==> config.mk <==
export PLATFORM = sky130hd
export DESIGN_NAME = uleb_delta_function_bounds_unit
export DESIGN_NICKNAME = d
export VERILOG_FILES = /design/src/rtl/udfb_pkg.sv /design/src/rtl/udfb_front.sv /design/src/rtl/udfb_queue.sv /design/src/rtl/udfb_back.sv /design/src/rtl/uleb_delta_function_bounds_unit.sv
export SDC_FILE = /design/constraint.sdc
export NUM_CORES = 2
export LEC_CHECK = 0
export ABC_AREA = 1
export ABC_CLOCK_PERIOD_IN_PS = 16329
export BUFFER_PORTS_ARGS = -buffer_cell sky130_fd_sc_hd__buf_2
export CAP_MARGIN = 30
export CORE_UTILIZATION = 60
export DETAILED_ROUTE_END_ITERATION = 7
export PLACE_DENSITY_LB_ADDON = 0.25
export SKIP_LAST_GASP = 1
export SLEW_MARGIN = 25
export SYNTH_ARGS = -nofsm -noshare
export SYNTH_HDL_FRONTEND = slang
export SYNTH_SLANG_ARGS = --single-unit
==> constraint.sdc <==
create_clock -name clk -period 16.33 [get_ports clk]
set_input_delay 0.8165 -clock clk [delete_from_list [all_inputs] [get_ports clk]]
set_output_delay 0.8165 -clock clk [all_outputs]
set_load 0.01 [all_outputs]
==> src/rtl/udfb_pkg.sv <==
// udfb_pkg: shared types and constants for the function bounds unit
// used by udfb_front, udfb_queue, udfb_back and the top level
// no dependencies
`timescale 1ns / 1ps
`default_nettype none

package udfb_pkg;

  // address and field widths
  localparam int unsigned ADDR_W    = 64;
  localparam int unsigned BYTE_W    = 8;
  localparam int unsigned SHIFT_W   = 7;
  localparam int unsigned STATUS_W  = 2;
  localparam int unsigned IN_TDATA_W  = 8;
  localparam int unsigned OUT_TDATA_W = 136;

  // leb128 decoding constants
  localparam logic [BYTE_W-1:0]  LEB_PAYLOAD_MASK = 8'h7F;
  localparam logic [BYTE_W-1:0]  LEB_CONT_MASK    = 8'h80;
  localparam logic [SHIFT_W-1:0] LEB_STEP         = 7'd7;
  localparam logic [SHIFT_W-1:0] LEB_SHIFT_LIMIT  = 7'd64;

  // default depth of the event queue between front and back
  localparam int unsigned QUEUE_DEPTH = 4;

  // configuration register indexes
  localparam logic CFG_IMAGE_BASE    = 1'b0;
  localparam logic CFG_QUERY_ADDRESS = 1'b1;

  // result status codes
  typedef enum logic [STATUS_W-1:0] {
    ST_FOUND   = 2'd0,
    ST_BEFORE  = 2'd1,
    ST_ZERO    = 2'd2,
    ST_EXHAUST = 2'd3
  } status_t;

  // one classified byte, passed from front to back
  typedef struct packed {
    logic              first;     // table start, reload state
    logic              last;      // final byte of the table
    logic              complete;  // a delta ends on this byte
    logic [ADDR_W-1:0] delta;     // assembled delta when complete
  } evt_t;

endpackage

`default_nettype wire

==> src/rtl/udfb_front.sv <==
// udfb_front: byte intake, assembles uleb128 deltas and classifies each byte
// depends on udfb_pkg
`timescale 1ns / 1ps
`default_nettype none

module udfb_front (
  input  wire logic                        clk,
  input  wire logic                        rst_n,
  input  wire logic                        byte_valid,
  output      logic                        byte_ready,
  input  wire logic [udfb_pkg::BYTE_W-1:0] table_byte,
  input  wire logic                        first_of_table,
  input  wire logic                        last_of_table,
  output      logic                        evt_valid,
  input  wire logic                        evt_ready,
  output      udfb_pkg::evt_t              evt
);

  logic [udfb_pkg::ADDR_W-1:0]  accum_r, accum_nxt;
  logic [udfb_pkg::SHIFT_W-1:0] shift_r, shift_nxt;
  logic [udfb_pkg::ADDR_W-1:0]  cur_accum, merged, payload;
  logic [udfb_pkg::SHIFT_W-1:0] cur_shift;
  logic                         in_range, complete, take;

  assign byte_ready = evt_ready;
  assign evt_valid  = byte_valid;
  assign take       = byte_valid && evt_ready;

  // a table start restarts decoding from an empty delta
  always_comb begin
    cur_accum = first_of_table ? '0 : accum_r;
    cur_shift = first_of_table ? '0 : shift_r;
    in_range  = (cur_shift < udfb_pkg::LEB_SHIFT_LIMIT);
    payload   = udfb_pkg::ADDR_W'(table_byte & udfb_pkg::LEB_PAYLOAD_MASK);
    // payload bits beyond bit 63 fall off the shift
    merged    = in_range ? (cur_accum | (payload << cur_shift[5:0])) : cur_accum;
    complete  = ((table_byte & udfb_pkg::LEB_CONT_MASK) == '0);
  end

  // next decoding state, shift saturates once past the word
  always_comb begin
    if (complete) begin
      accum_nxt = '0;
      shift_nxt = '0;
    end else begin
      accum_nxt = merged;
      shift_nxt = in_range ? (cur_shift + udfb_pkg::LEB_STEP) : cur_shift;
    end
  end

  always_ff @(posedge clk) begin
    if (!rst_n) begin
      accum_r <= '0;
      shift_r <= '0;
    end else if (take) begin
      accum_r <= accum_nxt;
      shift_r <= shift_nxt;
    end
  end

  // event for the back end
  always_comb begin
    evt.first    = first_of_table;
    evt.last     = last_of_table;
    evt.complete = complete;
    evt.delta    = merged;
  end

endmodule

`default_nettype wire

==> src/rtl/udfb_queue.sv <==
// udfb_queue: short register queue of classified events between front and back
// depends on udfb_pkg
`timescale 1ns / 1ps
`default_nettype none

module udfb_queue #(
  parameter int unsigned DEPTH = udfb_pkg::QUEUE_DEPTH
) (
  input  wire logic           clk,
  input  wire logic           rst_n,
  input  wire logic           push_valid,
  output      logic           push_ready,
  input  wire udfb_pkg::evt_t push_evt,
  output      logic           pop_valid,
  input  wire logic           pop_ready,
  output      udfb_pkg::evt_t pop_evt
);

  localparam int unsigned PTR_W = (DEPTH > 1) ? $clog2(DEPTH) : 1;
  localparam int unsigned CNT_W = $clog2(DEPTH + 1);

  udfb_pkg::evt_t     mem_r [DEPTH];
  logic [PTR_W-1:0]   wr_ptr_r, wr_ptr_nxt, rd_ptr_r, rd_ptr_nxt;
  logic [CNT_W-1:0]   count_r, count_nxt;
  logic               push, pop;

  assign push_ready = (count_r != CNT_W'(DEPTH));
  assign pop_valid  = (count_r != '0);
  assign pop_evt    = mem_r[rd_ptr_r];
  assign push       = push_valid && push_ready;
  assign pop        = pop_valid && pop_ready;

  // pointer and fill bookkeeping
  always_comb begin
    wr_ptr_nxt = wr_ptr_r;
    rd_ptr_nxt = rd_ptr_r;
    count_nxt  = count_r;
    if (push) begin
      wr_ptr_nxt = (wr_ptr_r == PTR_W'(DEPTH - 1)) ? '0 : wr_ptr_r + 1'b1;
    end
    if (pop) begin
      rd_ptr_nxt = (rd_ptr_r == PTR_W'(DEPTH - 1)) ? '0 : rd_ptr_r + 1'b1;
    end
    if (push && !pop) begin
      count_nxt = count_r + 1'b1;
    end else if (pop && !push) begin
      count_nxt = count_r - 1'b1;
    end
  end

  always_ff @(posedge clk) begin
    if (!rst_n) begin
      wr_ptr_r <= '0;
      rd_ptr_r <= '0;
      count_r  <= '0;
    end else begin
      wr_ptr_r <= wr_ptr_nxt;
      rd_ptr_r <= rd_ptr_nxt;
      count_r  <= count_nxt;
    end
  end

  // storage, no reset needed
  always_ff @(posedge clk) begin
    if (push) begin
      mem_r[wr_ptr_r] <= push_evt;
    end
  end

endmodule

`default_nettype wire

==> src/rtl/udfb_back.sv <==
// udfb_back: accumulates function addresses, brackets the query, registers results
// depends on udfb_pkg
`timescale 1ns / 1ps
`default_nettype none

module udfb_back (
  input  wire logic                          clk,
  input  wire logic                          rst_n,
  input  wire logic [udfb_pkg::ADDR_W-1:0]   image_base,
  input  wire logic [udfb_pkg::ADDR_W-1:0]   query_address,
  input  wire logic                          evt_valid,
  output      logic                          evt_ready,
  input  wire udfb_pkg::evt_t                evt,
  output      logic                          res_valid,
  input  wire logic                          res_ready,
  output      udfb_pkg::status_t             res_status,
  output      logic [udfb_pkg::ADDR_W-1:0]   res_start,
  output      logic [udfb_pkg::ADDR_W-1:0]   res_end
);

  logic [udfb_pkg::ADDR_W-1:0] addr_r, addr_nxt, best_r, best_nxt;
  logic                        fin_r, fin_nxt;
  logic                        valid_r, valid_nxt;
  udfb_pkg::status_t           status_r, status_nxt;
  logic [udfb_pkg::ADDR_W-1:0] start_r, start_nxt, end_r, end_nxt;
  logic [udfb_pkg::ADDR_W-1:0] base, best_cur, sum;
  logic                        take, active, emit, at_or_below;

  // the output register frees when empty or being taken
  assign evt_ready = !valid_r || res_ready;
  assign take      = evt_valid && evt_ready;

  assign active      = evt.first || !fin_r;
  assign base        = evt.first ? image_base : addr_r;
  assign best_cur    = evt.first ? '0 : best_r;
  assign sum         = base + evt.delta;
  assign at_or_below = (sum <= query_address);

  // classify one event against the running address
  always_comb begin
    addr_nxt   = addr_r;
    best_nxt   = best_r;
    fin_nxt    = fin_r;
    emit       = 1'b0;
    status_nxt = udfb_pkg::ST_FOUND;
    start_nxt  = '0;
    end_nxt    = '0;
    if (active) begin
      addr_nxt = base;
      best_nxt = best_cur;
      if (evt.complete) begin
        if (evt.delta == '0) begin
          emit       = 1'b1;
          status_nxt = udfb_pkg::ST_ZERO;
        end else begin
          addr_nxt = sum;
          if (at_or_below) begin
            best_nxt = sum;
          end else if (best_cur == '0) begin
            emit       = 1'b1;
            status_nxt = udfb_pkg::ST_BEFORE;
          end else begin
            emit       = 1'b1;
            status_nxt = udfb_pkg::ST_FOUND;
            start_nxt  = best_cur;
            end_nxt    = sum;
          end
        end
      end
      // last byte with nothing reported yet
      if (!emit && evt.last) begin
        emit       = 1'b1;
        status_nxt = udfb_pkg::ST_EXHAUST;
      end
      fin_nxt = emit;
    end
  end

  // output valid follows transfers on both sides
  always_comb begin
    valid_nxt = valid_r;
    if (take) begin
      valid_nxt = emit;
    end else if (res_ready) begin
      valid_nxt = 1'b0;
    end
  end

  always_ff @(posedge clk) begin
    if (!rst_n) begin
      addr_r  <= '0;
      best_r  <= '0;
      fin_r   <= 1'b1;
      valid_r <= 1'b0;
    end else begin
      valid_r <= valid_nxt;
      if (take) begin
        addr_r <= addr_nxt;
        best_r <= best_nxt;
        fin_r  <= fin_nxt;
      end
    end
  end

  // result payload
  always_ff @(posedge clk) begin
    if (take && emit) begin
      status_r <= status_nxt;
      start_r  <= start_nxt;
      end_r    <= end_nxt;
    end
  end

  assign res_valid  = valid_r;
  assign res_status = status_r;
  assign res_start  = start_r;
  assign res_end    = end_r;

endmodule

`default_nettype wire

==> src/rtl/uleb_delta_function_bounds_unit.sv <==
// Function bounds unit: takes a table of uleb128 function-start deltas one byte per
// cycle while the event queue has room, and returns, once per table, the pair of
// function starts bracketing the configured query address, or a status saying why
// none was found. Bytes are taken at one per cycle sustained until the queue fills;
// the byte completing a result is written to the event queue, and the registered
// back end (one 64-bit add and compare per byte) takes it from there and registers
// the result for the output. The event queue holds QUEUE_DEPTH bytes, so up to that
// many bytes are still taken while a result waits on the output. Configuration
// writes are taken every cycle and should be made only while no table is in flight.
// depends on udfb_pkg, udfb_front, udfb_queue, udfb_back
`timescale 1ns / 1ps
`default_nettype none

module uleb_delta_function_bounds_unit #(
  parameter int unsigned QUEUE_DEPTH = udfb_pkg::QUEUE_DEPTH
) (
  input  wire logic                                 clk,
  input  wire logic                                 rst_n,
  // table bytes
  input  wire logic                                 in_tvalid,
  output      logic                                 in_tready,
  input  wire logic [udfb_pkg::IN_TDATA_W-1:0]      in_tdata,  // [7:0] table_byte
  input  wire logic                                 in_tuser,  // [0] first_of_table
  input  wire logic                                 in_tlast,  // last_of_table
  // results
  output      logic                                 out_tvalid,
  input  wire logic                                 out_tready,
  // [1:0] status, [65:2] func_start, [129:66] func_end, [135:130] zero
  output      logic [udfb_pkg::OUT_TDATA_W-1:0]     out_tdata,
  // configuration writes
  input  wire logic                                 cfg_valid,
  output      logic                                 cfg_ready,
  input  wire logic                                 cfg_index,
  input  wire logic [udfb_pkg::ADDR_W-1:0]          cfg_data
);

  logic [udfb_pkg::ADDR_W-1:0] image_base_r, query_address_r;
  logic                        f_valid, f_ready, b_valid, b_ready, res_valid;
  udfb_pkg::evt_t              f_evt, b_evt;
  udfb_pkg::status_t           res_status;
  logic [udfb_pkg::ADDR_W-1:0] res_start, res_end;

  // configuration registers, always writable
  assign cfg_ready = 1'b1;

  always_ff @(posedge clk) begin
    if (!rst_n) begin
      image_base_r    <= '0;
      query_address_r <= '0;
    end else if (cfg_valid) begin
      unique case (cfg_index)
        udfb_pkg::CFG_IMAGE_BASE:    image_base_r    <= cfg_data;
        udfb_pkg::CFG_QUERY_ADDRESS: query_address_r <= cfg_data;
        default:                     ;
      endcase
    end
  end

  // front: delta assembly and byte classification
  udfb_front u_front (
    .clk            (clk),
    .rst_n          (rst_n),
    .byte_valid     (in_tvalid),
    .byte_ready     (in_tready),
    .table_byte     (in_tdata[udfb_pkg::BYTE_W-1:0]),
    .first_of_table (in_tuser),
    .last_of_table  (in_tlast),
    .evt_valid      (f_valid),
    .evt_ready      (f_ready),
    .evt            (f_evt)
  );

  // event queue decoupling the two halves
  udfb_queue #(
    .DEPTH (QUEUE_DEPTH)
  ) u_queue (
    .clk        (clk),
    .rst_n      (rst_n),
    .push_valid (f_valid),
    .push_ready (f_ready),
    .push_evt   (f_evt),
    .pop_valid  (b_valid),
    .pop_ready  (b_ready),
    .pop_evt    (b_evt)
  );

  // back: address accumulation and query bracketing
  udfb_back u_back (
    .clk           (clk),
    .rst_n         (rst_n),
    .image_base    (image_base_r),
    .query_address (query_address_r),
    .evt_valid     (b_valid),
    .evt_ready     (b_ready),
    .evt           (b_evt),
    .res_valid     (res_valid),
    .res_ready     (out_tready),
    .res_status    (res_status),
    .res_start     (res_start),
    .res_end       (res_end)
  );

  // pack the result transfer
  assign out_tvalid = res_valid;
  assign out_tdata  = {6'b0, res_end, res_start, res_status};

endmodule

`default_nettype wire

### Word-level counts from Yosys, hierarchy flattened

Memories as Yosys holds them, arrays and structs flattened. A register that Yosys moved wholly into a read port is not among the register bits.
Index checks and enable logic that the tools add are counted.

* word-level logic and storage cells: 88
* memories kept: 1
* RAM bits: 268
* bits of input ports: 80
* output and inout bits: 139
* register bits after elaboration: 466

* multiplexer cells: 34
* bitwise gates (word level): 4
* equal/unequal tests: 3
* order comparisons: 2
* reduce and logical (&&, ||, !) cells: 23
* shift operators: 1
* $add $sub $neg: 6

Memory list
* u_queue.mem_r: depth 4, bits a word 67, read ports 1, clocked after memory_dff 1, wr ports 1, RTL line udfb_queue.sv:22 `udfb_pkg::evt_t mem_r [DEPTH];`

Operators with widths (count)
* 2-to-1 mux 64 bit: 10
* zero test 64 bit: 2
* adder 64 bit: 1
* less-or-equal comparator 64 bit: 1
* bitwise OR 64 bit: 1
* << shifter 7 x 6 -> 64 bit: 1
* 2-to-1 mux 7 bit: 3
* 2-to-1 mux 2 bit: 8
* 2-to-1 mux 1 bit: 11
* zero test 8 bit: 1
* adder 7 x 3 -> 7 bit, second input constant: 1
* less-than comparator 7 bit, second input constant: 1
* logical AND 1 bit: 6
* 2-to-1 mux 3 bit: 2
* AND reduction 2 bit: 3
* zero test 1 bit: 5
* OR reduction 5 bit: 1
* adder 2 x 1 -> 2 bit, second input constant: 2
* equality test 2 bit, second input constant: 2
* nonzero test 2 bit: 2
* adder 3 x 1 -> 3 bit, second input constant: 1
* inequality test 3 bit, second input constant: 1
* NOT 1 bit: 3
* nonzero test 3 bit: 1
* 2 further kinds: 3

### Depth between registers and ports, before layout

* depth in word-level cells: 12
* mapped depth: 46
* depth with buffers taken out: 39

### By module

Synthesis repeated with hierarchy kept, for this count alone.

* cell total of the unflattened synthesis: 4930
* area total of the unflattened synthesis: 38604.5 um^2

Modules (own cells, without submodules)
* udfb_back: area each 18911.9 um^2, sequential area each 6506.2 um^2, instances 1, cells an instance 2845
* udfb_queue: area each 10428.8 um^2, sequential area each 8227.9 um^2, instances 1, cells an instance 718
* uleb_delta_function_bounds_unit: area each 5031.1 um^2, sequential area each 2562.5 um^2, instances 1, cells an instance 706
* udfb_front: area each 4232.8 um^2, sequential area each 1421.4 um^2, instances 1, cells an instance 661

### Worst setup path after synthesis

No wires, ideal clock.

* kind: reg-to-reg
* start point: reg (tool-made name)
* end point: reg u_back.end_r (netlist bit u_back.res_end[0]) (enable)
* stages on the path, launching flop included: 43
* data arrival time: 7.201 ns
* setup slack: 8.646 ns
* data required time: 15.847 ns
* buffers on the path: 6
* period minus slack after synthesis: 7.684 ns
* library setup time: 0.483 ns
* cells stage by stage: dfxtp_1 -> buf_6 -> inv_4 -> buf_4 -> nand2_1 -> nand3_1 -> nand2_1 -> buf_2 -> buf_2 -> buf_2 -> clkbuf_1 -> o21ai_0 -> ha_1 -> inv_1 -> fa_1 -> inv_1 -> nand3_1 -> nand2_1 -> (+7 left out) -> nand2_1 -> nand2_1 -> nand2_1 -> inv_1 -> ha_1 -> nand2_1 -> nor2_1 -> nand2_1 -> nor3b_1 -> and3_1 -> nand2_1 -> nand2_1 -> nand2_1 -> nand2_1 -> nand2_1 -> nand2_1 -> nand2_1 -> inv_1

RTL lines
* to (signal assigned): RTL line udfb_back.sv:110 `end_r <= end_nxt;`
* to (decl): RTL line udfb_back.sv:25 `logic [udfb_pkg::ADDR_W-1:0] start_r, start_nxt, end_r, end_nxt;`

==> reports/metrics.json <==
{
  "status": {"value": "finished, final reports clean"},
  "cts-buffers-inserted": {"value": 76},
  "cp_data_required_time": {"value": 16.57, "unit": "ns"},
  "average_cell_area_after_synthesis": {"value": 7.55, "unit": "sq um"},
  "worst_setup_path_end_kind": {"value": "flip-flop"},
  "internal_power": {"value": 0.00484, "unit": "W"},
  "n_antenna_cell": {"value": 0},
  "p_clk_frac": {"value": 0.194},
  "max-vdd-ir-drop": {"value": 180, "unit": "uV"},
  "regToRegSetupSlack": {"value": 6.63, "unit": "ns"},
  "fp.coreArea": {"value": 63300, "unit": "sq um"},
  "max_stage_delay": {"value": 0.83, "unit": "ns"},
  "global_route_wire_length_before_repair": {"value": 176, "unit": "mm"},
  "arrival": {"value": 9.94, "unit": "ns"},
  "hpwlAfterDp": {"value": 81.0, "unit": "mm"},
  "launching_element_type_of_the_critical_path": {"value": "flip-flop"},
  "finalSetupViolations": {"value": 0},
  "fill_cells": {"value": 5382},
  "post_drt_wl_per_cell": {"value": 18.7, "unit": "microns"},
  "drtIter0Drc": {"value": 3182},
  "dieArea": {"value": 65300, "unit": "sq um"},
  "synth_area": {"value": 38600, "unit": "sq um"},
  "netSwitchingPower": {"value": 0.00438, "unit": "W"},
  "synth_cell_type_count": {"value": 49},
  "synth-async-reset-ratio": {"value": 0},
  "synth_warnings": {"value": 0},
  "highest_clock_rate": {"value": 103, "unit": "MHz"},
  "vias": {"value": 33750},
  "worst_path_most_repeated_cell": {"value": "sky130_fd_sc_hd__nand2_1"},
  "postSynth.topFlopCell": {"value": "sky130_fd_sc_hd__edfxtp_1"},
  "setup-tns-final": {"value": 0, "unit": "ns"},
  "maximum_number_of_pins_on_one_net_before_global_route_repair": {"value": 128},
  "switching_share": {"value": 0.475},
  "postSynthCellCount": {"value": 5108},
  "power.share.combinational": {"value": 0.528},
  "die-width": {"value": 256, "unit": "microns"},
  "final_hold_viol_count": {"value": 0},
  "synth_enable_flop_cells": {"value": 398},
  "fin_crit": {"value": 9.70, "unit": "ns"},
  "fp-row-count": {"value": 92},
  "avgViaCountPerCell": {"value": 5.53},
  "post_route_cells_drive_above_1_share": {"value": 0.0749},
  "grtUsageTotal": {"value": 0.345},
  "routabilityCongestion": {"value": 1.03},
  "rsz0062_at_grt": {"value": "no"},
  "post-route-period-util": {"value": 0.594},
  "max-clock-path-buffers": {"value": 3},
  "globalRoute.totalOverflow": {"value": 0},
  "crit_path_max_fanout": {"value": 79},
  "cts.clk_slew.worst_paths": {"value": 0.06, "unit": "ns"},
  "dp_worst_setup_slack": {"value": 6.73, "unit": "ns"},
  "clock_latency": {"value": 0.64, "unit": "ns"},
  "finalNetCount": {"value": 5416},
  "grt_pass1_vias": {"value": 31143},
  "chipHeight": {"value": 256, "unit": "microns"},
  "drv_slew": {"value": 0},
  "clk_root_buffer_cell": {"value": "sky130_fd_sc_hd__clkbuf_16"},
  "crit_path_class": {"value": "reg -> reg"},
  "max-slew-margin-rel": {"value": 0.314},
  "cts_hold_repair.buffers": {"value": 0},
  "clock_skew": {"value": 0.0263, "unit": "ns"},
  "drt.antenna.violating_nets": {"value": 0},
  "drc": {"value": 0},
  "worstMarginPinSlew": {"value": 1.02, "unit": "ns"},
  "cts.htree.levels": {"value": 3},
  "most_common_cell_after_layout_fill_and_taps_aside": {"value": "sky130_fd_sc_hd__nand2_1"},
  "initial_core_utilization": {"value": 0.609},
  "synthToLayoutAreaGrowth": {"value": 10.2, "unit": "%"},
  "mostFrequentLayoutCells": {"value": "sky130_fd_sc_hd__nand2_1 (1627), sky130_fd_sc_hd__inv_1 (652), sky130_fd_sc_hd__nor2_1 (504)"},
  "ioPinCount": {"value": 219},
  "setup_fix_bufs_post_cts": {"value": 0},
  "master_of_the_slowest_instance_on_the_critical_path": {"value": "sky130_fd_sc_hd__buf_4"},
  "post_cts_resize_count": {"value": 0},
  "power_frac_seq": {"value": 0.277},
  "hold_class": {"value": "in -> reg"},
  "max-cap-violations": {"value": 0},
  "tritoncts_num_sinks": {"value": 736},
  "static-leakage-power": {"value": 19.3, "unit": "nW"},
  "antenna_found_initial": {"value": 1},
  "power.density": {"value": 217, "unit": "nW/um^2"},
  "ys_seq_area_frac": {"value": 0.485},
  "io_buffers": {"value": 211},
  "setup_slack": {"value": 6.63, "unit": "ns"},
  "cts_tree": {"value": "yes"},
  "synth-seq-cells": {"value": 736},
  "sum_of_routed_wire_length_over_all_layers": {"value": 114, "unit": "mm"},
  "drt_pass1_iterations": {"value": 8}
}
==> worst paths after layout <==
kind | from | end | cells past startpoint
worst min register to register | image_base_r[37] | image_base_r[37] | 2
worst max-delay path | flip-flop | u_back.res_end[24] | 31
worst min-delay path | in_tlast | u_queue.mem_r[2][65] | 1
worst max register to register | flip-flop | u_back.res_end[24] | 31
==> cells by family after synthesis <==
group / share of synthesized area
mux: 0.00234
other cells: 0.000195
fa+ha+maj: 0.0448
flops: 0.485
buf+inv: 0.0950
xor+xnor: 0.00931
simple gates: 0.263
compound gates: 0.0998
==> power groups by stage <==
stage,logic [W],clock network (W),registers [W]
3_5_place_dp,0.00474,0,0.00259
3_3_place_gp,0.00467,0,0.00258
6_report,0.00487,0.00179,0.00256
5_1_grt,0.00538,0.00188,0.00259
2_1_floorplan,0.00327,0,0.00268
4_1_cts,0.00478,0.00180,0.00256
==> metal layers <==
metal,GRT usage,up-vias,share of wire
met5,0,-,0
met4,0.159,0,0.050
met3,0.0487,258,0.082
met2,0.550,1495,0.45
met1,0.468,15485,0.42
li1,-,16512,-
==> area by class of cell <==
type | count | area, sq um | share of cell area
clock buffers | 104 | 2120 | 0.0499
clock inverters | 36 | 445 | 0.0105
inverters | 663 | 2500 | 0.0588
multi-input cells | 3473 | 16300 | 0.383
flip-flops and latches | 736 | 18700 | 0.440
well taps | 846 | 1060 | 0.0249
repair buffers | 249 | 1390 | 0.0327
==> per-stage QoR <==
stage	instance area [sq um]	power, W	cells	hold WS, ns	utilization
final	42500	0.00922	6107	0.420	0.671
after global routing	42500	0.00984	6107	0.421	0.671
after CTS	42500	0.00913	6105	0.396	0.671
after detailed placement	39900	0.00733	5965	0.441	0.630
after global placement	39900	0.00725	5964	0.434	0.630
after floorplan	38600	0.00595	5113	0.425	-
==> state kept, by name (all words and copies together), names as in the netlist, named ones only <==
| register | flops |
|---|---|
| u_front.shift_r | 7 |
| u_queue.count_r | 3 |
| u_queue.rd_ptr_r | 2 |
| image_base_r | 64 |
| u_front.accum_r | 64 |
| u_queue.wr_ptr_r | 2 |
| u_back.res_end | 64 |
| u_back.addr_r | 64 |
| u_back.best_r | 64 |
| u_back.res_start | 64 |
| query_address_r | 64 |
| u_back.res_valid | 1 |
| u_queue.mem_r | 268 |
| u_back.fin_r | 1 |
| u_back.res_status | 2 |
==> worst max-delay path, delay by kind of cell (launching register included) <==
kind / cells / cell delay, ns
and+or+nand+nor: 23 / 4.51
DFF: 1 / 0.77
AOI/OAI and AO/OA: 1 / 0.33
buffers and inverters: 5 / 2.65
adders and majority gates: 2 / 0.78
==> cell usage after synthesis (9+ instances only) <==
cell | instances | area (sq um)
sky130_fd_sc_hd__nand2_1 | 1630 | 6120
sky130_fd_sc_hd__inv_1 | 655 | 2460
sky130_fd_sc_hd__nor2_1 | 511 | 1920
sky130_fd_sc_hd__edfxtp_1 | 398 | 12000
sky130_fd_sc_hd__a21oi_1 | 354 | 1770
sky130_fd_sc_hd__dfxtp_1 | 338 | 6770
sky130_fd_sc_hd__nand3_1 | 315 | 1580
sky130_fd_sc_hd__o21ai_0 | 299 | 1500
sky130_fd_sc_hd__ha_1 | 135 | 1690
sky130_fd_sc_hd__clkbuf_1 | 134 | 503
sky130_fd_sc_hd__buf_2 | 60 | 300
sky130_fd_sc_hd__xor2_1 | 33 | 289
sky130_fd_sc_hd__nand4_1 | 28 | 175
sky130_fd_sc_hd__o211ai_1 | 25 | 188
sky130_fd_sc_hd__nor3_1 | 20 | 100
sky130_fd_sc_hd__buf_4 | 19 | 143
sky130_fd_sc_hd__o21ai_1 | 18 | 90.1
sky130_fd_sc_hd__buf_6 | 16 | 180
sky130_fd_sc_hd__nand3b_1 | 12 | 90.1
sky130_fd_sc_hd__buf_1 | 11 | 41.3
sky130_fd_sc_hd__o21bai_1 | 11 | 82.6
sky130_fd_sc_hd__a31oi_1 | 9 | 56.3
sky130_fd_sc_hd__mux2i_1 | 9 | 90.1
No activity file was read; power rests on OpenSTA's default activity.
